**config.mk**
```make
export PLATFORM = sky130hd
export DESIGN_NAME = record_sort_by_key
export DESIGN_NICKNAME = d
export VERILOG_FILES = /design/src/design/rsbk_pkg.sv /design/src/design/rsbk_ram.sv /design/src/design/record_sort_by_key.sv
export SDC_FILE = /design/constraint.sdc
export NUM_CORES = 2
export LEC_CHECK = 0
export BUFFER_PORTS_ARGS = -buffer_cell sky130_fd_sc_hd__buf_2
export CAP_MARGIN = 10
export CORE_ASPECT_RATIO = 1.25
export CORE_UTILIZATION = 45
export DETAILED_ROUTE_END_ITERATION = 8
export SLEW_MARGIN = 10
export SYNTH_ARGS = -nofsm -noshare
export SYNTH_HDL_FRONTEND = slang
export SYNTH_HIERARCHICAL = 1
export SYNTH_SLANG_ARGS = --single-unit
export TNS_END_PERCENT = 5
```
**constraint.sdc**
```tcl
create_clock -name aclk -period 7.1 [get_ports aclk]
set_input_delay 0.71 -clock aclk [delete_from_list [all_inputs] [get_ports aclk]]
set_output_delay 0.71 -clock aclk [all_outputs]
set_load 0.005 [all_outputs]
```
**src/design/rsbk_pkg.sv**
```systemverilog
// Shared types and constants for the record sorter.
package rsbk_pkg;

    localparam int KEY_W = 32;
    localparam int TAG_W = 16;

    typedef struct packed {
        logic [KEY_W-1:0] key;
        logic [TAG_W-1:0] tag;
    } record_t;

    typedef enum logic [2:0] {
        ST_IDLE,
        ST_SHIFT,
        ST_PLACE,
        ST_EMIT_RD,
        ST_EMIT_LD
    } state_t;

endpackage

```
**src/design/rsbk_ram.sv**
```systemverilog
// Single-port-write, single-port-read record store with registered read data.
module rsbk_ram
    import rsbk_pkg::*;
#(
    parameter int DEPTH  = 64,
    parameter int ADDR_W = 6
) (
    input  logic              aclk,
    input  logic              wr_en,
    input  logic [ADDR_W-1:0] wr_addr,
    input  record_t           wr_data,
    input  logic [ADDR_W-1:0] rd_addr,
    output record_t           rd_data
);

    record_t mem [DEPTH];

    always_ff @(posedge aclk) begin
        if (wr_en) begin
            mem[wr_addr] <= wr_data;
        end
    end

    // read-before-write on a shared address
    always_ff @(posedge aclk) begin
        rd_data <= mem[rd_addr];
    end

endmodule

```
**src/design/record_sort_by_key.sv**
```systemverilog
// Top level of the record sorter: stable ascending sort of a set of records by key.
//
//  channel | direction | ports                                         | transaction
//  --------+-----------+-----------------------------------------------+--------------------------
//  s_      | in        | s_sort_key, s_record_tag, s_last_item         | one record of the set
//  m_      | out       | m_sorted_key, m_sorted_tag, m_final_result,   | one record in sorted order
//          |           | m_overflowed                                  |
//
// Insertion: records are sorted as they arrive by insertion into the store. Each
//   stored record with a larger key moves up one entry in turn, and the new record
//   then fills the hole left; a record into an empty store is written at once, and
//   one at a full store is dropped. The one comparator and the single store write
//   port shift one record at a time. After the last record, once ST_EMIT_RD has read
//   the first entry, the run is read out at one transaction per cycle while m_ready is high.
// Reset: aresetn is synchronous, active low; it empties the set and clears the
//   overflow flag. The store contents are not cleared; only written entries are read.
// Stalls: s_ready is high only while idle. The output register holds a result
//   under m_ready low; once the final result is loaded the block takes the next
//   set while that result still waits.
module record_sort_by_key
    import rsbk_pkg::*;
#(
    parameter int CAPACITY = 64
) (
    input  logic             aclk,
    input  logic             aresetn,

    input  logic             s_valid,
    output logic             s_ready,
    input  logic [KEY_W-1:0] s_sort_key,
    input  logic [TAG_W-1:0] s_record_tag,
    input  logic             s_last_item,

    output logic             m_valid,
    input  logic             m_ready,
    output logic [KEY_W-1:0] m_sorted_key,
    output logic [TAG_W-1:0] m_sorted_tag,
    output logic             m_final_result,
    output logic             m_overflowed
);

    localparam int ADDR_W = (CAPACITY > 1) ? $clog2(CAPACITY) : 1;
    localparam int CNT_W  = $clog2(CAPACITY + 1);

    // Control state
    state_t             state_reg, state_next;
    logic [CNT_W-1:0]   count_reg, count_next;
    logic               ovf_reg, ovf_next;
    logic [ADDR_W-1:0]  j_reg, j_next;          // hole being filled during insertion
    logic [ADDR_W-1:0]  emit_idx_reg, emit_idx_next;
    logic               last_reg, last_next;
    logic               m_valid_reg, m_valid_next;

    // Payload
    record_t            hold_reg, hold_next;    // record being inserted
    record_t            out_rec_reg, out_rec_next;
    logic               out_final_reg, out_final_next;
    logic               out_ovf_reg, out_ovf_next;

    // Store port
    logic               wr_en;
    logic [ADDR_W-1:0]  wr_addr;
    record_t            wr_data;
    logic [ADDR_W-1:0]  rd_addr;
    record_t            rd_data;

    logic               s_accept;
    logic               full;
    logic               empty;
    logic               greater;
    logic               j_is_one;
    logic               emit_last;
    logic               out_load;
    record_t            in_rec;

    rsbk_ram #(
        .DEPTH  (CAPACITY),
        .ADDR_W (ADDR_W)
    ) u_store (
        .aclk    (aclk),
        .wr_en   (wr_en),
        .wr_addr (wr_addr),
        .wr_data (wr_data),
        .rd_addr (rd_addr),
        .rd_data (rd_data)
    );

    assign s_ready  = (state_reg == ST_IDLE);
    assign s_accept = s_valid && s_ready;
    assign in_rec   = '{key: s_sort_key, tag: s_record_tag};
    assign full     = (count_reg == CNT_W'(CAPACITY));
    assign empty    = (count_reg == '0);
    // the one shared comparator: strict compare keeps equal keys in arrival order
    assign greater  = (rd_data.key > hold_reg.key);
    assign j_is_one = (j_reg == ADDR_W'(1));
    assign emit_last = ((CNT_W'(emit_idx_reg) + CNT_W'(1)) == count_reg);
    assign out_load = (state_reg == ST_EMIT_LD) && (!m_valid_reg || m_ready);

    // Next state
    always_comb begin
        state_next = state_reg;
        case (state_reg)
            ST_IDLE: begin
                if (s_accept) begin
                    if (!full && !empty) begin
                        state_next = ST_SHIFT;
                    end else if (s_last_item) begin
                        state_next = ST_EMIT_RD;
                    end
                end
            end
            ST_SHIFT: begin
                if (greater) begin
                    if (j_is_one) begin
                        state_next = ST_PLACE;
                    end
                end else begin
                    state_next = last_reg ? ST_EMIT_RD : ST_IDLE;
                end
            end
            ST_PLACE: begin
                state_next = last_reg ? ST_EMIT_RD : ST_IDLE;
            end
            ST_EMIT_RD: begin
                state_next = ST_EMIT_LD;
            end
            ST_EMIT_LD: begin
                if (out_load && emit_last) begin
                    state_next = ST_IDLE;
                end
            end
            default: begin
                state_next = ST_IDLE;
            end
        endcase
    end

    // Datapath and store control
    always_comb begin
        count_next     = count_reg;
        ovf_next       = ovf_reg;
        j_next         = j_reg;
        emit_idx_next  = emit_idx_reg;
        last_next      = last_reg;
        hold_next      = hold_reg;
        out_rec_next   = out_rec_reg;
        out_final_next = out_final_reg;
        out_ovf_next   = out_ovf_reg;
        m_valid_next   = m_valid_reg && !m_ready;
        wr_en          = 1'b0;
        wr_addr        = j_reg;
        wr_data        = hold_reg;
        rd_addr        = emit_idx_reg;

        case (state_reg)
            ST_IDLE: begin
                emit_idx_next = '0;
                // neighbour below the new slot, used when shifting starts
                rd_addr       = count_reg[ADDR_W-1:0] - ADDR_W'(1);
                if (s_accept) begin
                    hold_next = in_rec;
                    last_next = s_last_item;
                    if (full) begin
                        ovf_next = 1'b1;
                    end else begin
                        count_next = count_reg + CNT_W'(1);
                        j_next     = count_reg[ADDR_W-1:0];
                        if (empty) begin
                            wr_en   = 1'b1;
                            wr_addr = '0;
                            wr_data = in_rec;
                        end
                    end
                end
            end
            ST_SHIFT: begin
                rd_addr = (j_reg - ADDR_W'(1)) - ADDR_W'(1);
                wr_en   = 1'b1;
                wr_addr = j_reg;
                if (greater) begin
                    wr_data = rd_data;
                    j_next  = j_reg - ADDR_W'(1);
                end else begin
                    wr_data = hold_reg;
                end
            end
            ST_PLACE: begin
                wr_en   = 1'b1;
                wr_addr = '0;
                wr_data = hold_reg;
            end
            ST_EMIT_RD: begin
                rd_addr = emit_idx_reg;
            end
            ST_EMIT_LD: begin
                if (out_load) begin
                    // fetch the next entry while this one goes out
                    rd_addr        = emit_idx_reg + ADDR_W'(1);
                    emit_idx_next  = emit_idx_reg + ADDR_W'(1);
                    out_rec_next   = rd_data;
                    out_final_next = emit_last;
                    out_ovf_next   = ovf_reg;
                    m_valid_next   = 1'b1;
                    if (emit_last) begin
                        count_next = '0;
                        ovf_next   = 1'b0;
                    end
                end else begin
                    rd_addr = emit_idx_reg;
                end
            end
            default: begin
                rd_addr = emit_idx_reg;
            end
        endcase
    end

    always_ff @(posedge aclk) begin
        if (!aresetn) begin
            state_reg    <= ST_IDLE;
            count_reg    <= '0;
            ovf_reg      <= 1'b0;
            j_reg        <= '0;
            emit_idx_reg <= '0;
            last_reg     <= 1'b0;
            m_valid_reg  <= 1'b0;
        end else begin
            state_reg    <= state_next;
            count_reg    <= count_next;
            ovf_reg      <= ovf_next;
            j_reg        <= j_next;
            emit_idx_reg <= emit_idx_next;
            last_reg     <= last_next;
            m_valid_reg  <= m_valid_next;
        end
    end

    always_ff @(posedge aclk) begin
        hold_reg      <= hold_next;
        out_rec_reg   <= out_rec_next;
        out_final_reg <= out_final_next;
        out_ovf_reg   <= out_ovf_next;
    end

    assign m_valid        = m_valid_reg;
    assign m_sorted_key   = out_rec_reg.key;
    assign m_sorted_tag   = out_rec_reg.tag;
    assign m_final_result = out_final_reg;
    assign m_overflowed   = out_ovf_reg;

    // Checks

    // the set never holds more than the store
    assert property (@(posedge aclk) disable iff (!aresetn)
        count_reg <= CNT_W'(CAPACITY))
        else $error("record count beyond capacity");

    // a dropped record is only possible with a full store
    assert property (@(posedge aclk) disable iff (!aresetn)
        ovf_reg |-> full)
        else $error("overflow flagged with room left");

    // shifting never runs past entry 0
    assert property (@(posedge aclk) disable iff (!aresetn)
        (state_reg == ST_SHIFT) |-> (j_reg != '0))
        else $error("insertion hole at entry 0 while shifting");

    // loading the final result empties the set and frees the input side
    assert property (@(posedge aclk) disable iff (!aresetn)
        (out_load && emit_last) |=> (state_reg == ST_IDLE) && empty && !ovf_reg
                                    && m_valid && m_final_result)
        else $error("run did not close after final result");

endmodule

```
==> results by group <==
Clocking
  – Post-CTS Setup Bufs: 0
  – Worst skew pair latency: 900 ps
  – Clock Sink Count: 3243
  – CTS tree: built
  – CTS clk-pin slew, worst paths: 60 ps
  – Clock root buffer master: clkbuf_16
  – Max Root-Sink Buffers: 4
  – Post-CTS Hold Buffers: 9
  – CTS buffer count: about 320
  – Gates resized, CTS repair: 0
  – Max H-tree Level: 5

Placed design
  – Final HPWL DP: 207000 µm
  – Cells after DPL: between 9000 and 10000
  – Placed Area: 130000 µm²
  – Port Buffers: 104
  – GP Congestion: 0.871

Cells and area
  – Commonest non-fill, non-tap cell in the layout: edfxtp_1
  – Finished Core Util: between 50% and 60%
  – Synth-to-Final Area Change: 13.7%
  – Reg area: 96700 µm²
  – Most frequent cells in the layout: 3170 x edfxtp_1, 754 x mux4_2, 331 x clkbuf_16
  – Fill cells: 21200
  – Max reg flops: 3072
  – Multi-input logic area: 25800 µm²
  – Non-Filler Instances: 9748
  – Final Cell Area: 141000 µm²
  – Final net count: 6017
  – Fraction of layout cells with a size suffix above 1: between 20 and 30%

Synthesis
  – Post-synth top area cell: edfxtp_1
  – Share of the synthesized area in the top cell type: between 70% and 80%
  – Post-Synthesis Cells: 5539
  – Yosys warns: 6
  – Cell Area, Synth: approximately 120000 µm²
  – EDFF count, synth: roughly 3200
  – Synth unique cells: a little under 70
  – Synth async-reset ratio: 0%
  – Syn Nets: between 5000 and 6000
  – #FFs+latches synth: 3243
  – Seq/Total Area, Yosys: approximately four fifths
  – Dominant cells by area after synthesis: edfxtp_1 77%, mux4_2 14%, dfxtp_1 1.2%
  – Mean post-synth cell area: around 22 µm²
  – Top_reg_cell synth: edfxtp_1

STA
  – Worst Skew: 47.3 ps
  – Worst-Margin Slew: ~1300 ps
  – Max-slew violation count: 0
  – Setup_tns: 0 ps
  – Period minus WS final: slightly below 6000 ps
  – Final hold viol count: 0
  – Rel. slew slack: 14.8%
  – Fmax: roughly 0.17 GHz
  – RSZ-0062 raised after global routing: false
  – # setup viols final: 0
  – Final period utilization: 81.5%

Floorplan
  – Area of the core: 273000 µm²
  – Ports: roughly 110
  – Die ar.: 277000 µm²
  – Die Width: 471 µm
  – Die height: 588 µm
  – Initial cell density of the core: 45.4%
  – Num rows: 214

GRT
  – GRT met3 Usage: between 4 and 5%
  – Routing usage on met1: roughly 34%
  – Most Used Layer, Global Route: met2
  – GRT Resource Usage Total: a little over a quarter
  – Grt total ovfl: 0
  – Met2 Use GR: 42.5%
  – Vias in the first global route: about 63000
  – Initial antenna violation count: 24
  – First-pass GRT wire length: 500000 µm
  – Largest net degree at the start of global routing: 101

Run status
  – Status: completed

Critical path
  – CP Max Fanout: 37
  – CP Launch Point: state_reg[1]$_SDFFE_PN0P_
  – CP arrival: 6420 ps
  – Kind of critical path: reg -> reg
  – Worst Path Required: 7740 ps
  – Worst flop-to-flop path startpoint: state_reg[1]$_SDFFE_PN0P_
  – CP Launch Type: flop
  – CP endpoint kind: flop
  – Reg-to-reg endpoint: u_store/rd_data[29]$_DFF_P_
  – R2R setup slack: 1320 ps
  – R2R cell count: 12

Route
  – Initial DRC Count: between 8000 and 9000
  – Via Count: 62200
  – WL/cell: 37.1 µm
  – Post-route DRC: 0
  – DRT Wirelength: 362000 µm
  – Routed Antenna Nets: 0
  – Vias/cell: about 6.4
  – Drt first pass iters: 6

Min path
  – Hold Crit Class: in -> reg
  – Hold Crit Start: s_sort_key[16]
  – Worst hold stages: 1
  – Hold endpoint: hold_reg[32]$_DFFE_PP_

Run
  – Max_cap viols: 0
-- cells by family after synthesis --
kind of cell	count (synthesis)	share of synthesized area, %
compound gates	666	3.96
xor+xnor	22	0.156
fa+ha+maj	38	0.385
buf+inv	359	1.50
flops	3243	78.2
mux	836	14.4
simple gates	375	1.41
-- layout make-up --
cell class	instances	area share, %
inverters	48	0.129
flip-flops and latches	3243	68.8
diodes	4	0.00712
clock buffers	416	6.22
well taps	3564	3.17
repair buffers	372	2.24
multi-input cells	1937	18.4
clock inverters	164	1.08
-- synthesized netlist by cell type (5+ instances only) --
cell and number:
a211oi_1 36, nand3_1 16, o221ai_1 28, buf_2 106
buf_1 12, xnor2_1 11, mux4_2 754, a21o_1 50
a22oi_1 74, nand2b_1 13, nor2_1 155, a221o_1 5
buf_4 65, nand3b_1 7, inv_1 47, clkbuf_1 110
mux2i_1 70, a311oi_1 11, nor3_1 14, nor2b_1 27
o21ai_0 17, edfxtp_1 3170, xor2_1 11, nand2_1 89
ha_1 38, and2_1 12, a21oi_1 98, a31o_2 5
mux2_2 12, buf_6 17, a221oi_1 84, dfxtp_1 73
o22ai_1 123, o21ai_1 7, nand4_1 14, a22o_1 105
-- worst max-delay path by stage --
stage                                   endpoint  cells past startpoint
floorplan           u_store/mem[48][0]$_DFFE_PP_                     10
global placement     u_store/rd_data[29]$_DFF_P_                     12
detailed placement   u_store/rd_data[25]$_DFF_P_                     12
CTS                  u_store/rd_data[25]$_DFF_P_                     12
global route         u_store/rd_data[25]$_DFF_P_                     12
finish               u_store/rd_data[29]$_DFF_P_                     12
-- layer usage --
layer / up-vias / part of all wire (%)
met5: - / 0.022
met4: 12 / 5.0
met3: 680 / 9.2
met2: 3405 / 49
met1: 33600 / 37
li1: 24400 / -
-- metrics by stage --
step / hold WS (ps) / setup WS, ps
finish: 49.7 / 1320
global route: 38.5 / 1030
CTS: 4.38 / 1230
detailed placement: 452 / 1260
global placement: 444 / 1290
floorplan: 402 / 975
-- worst max-delay path, cell delays in order, from the launching register on --
cell      delay [ps]
dfxtp_1          630
or3b_1           660
nor2_1           110
a21oi_2          260
a221o_4          970
buf_4            490
buf_12           310
buf_12           270
mux4_2           530
o221ai_1         200
a21oi_1          110
a21oi_1          620
a221oi_1         300
Power is not shown: default switching activity piles up to over one toggle a cycle in this logic, so the estimate is an artifact.
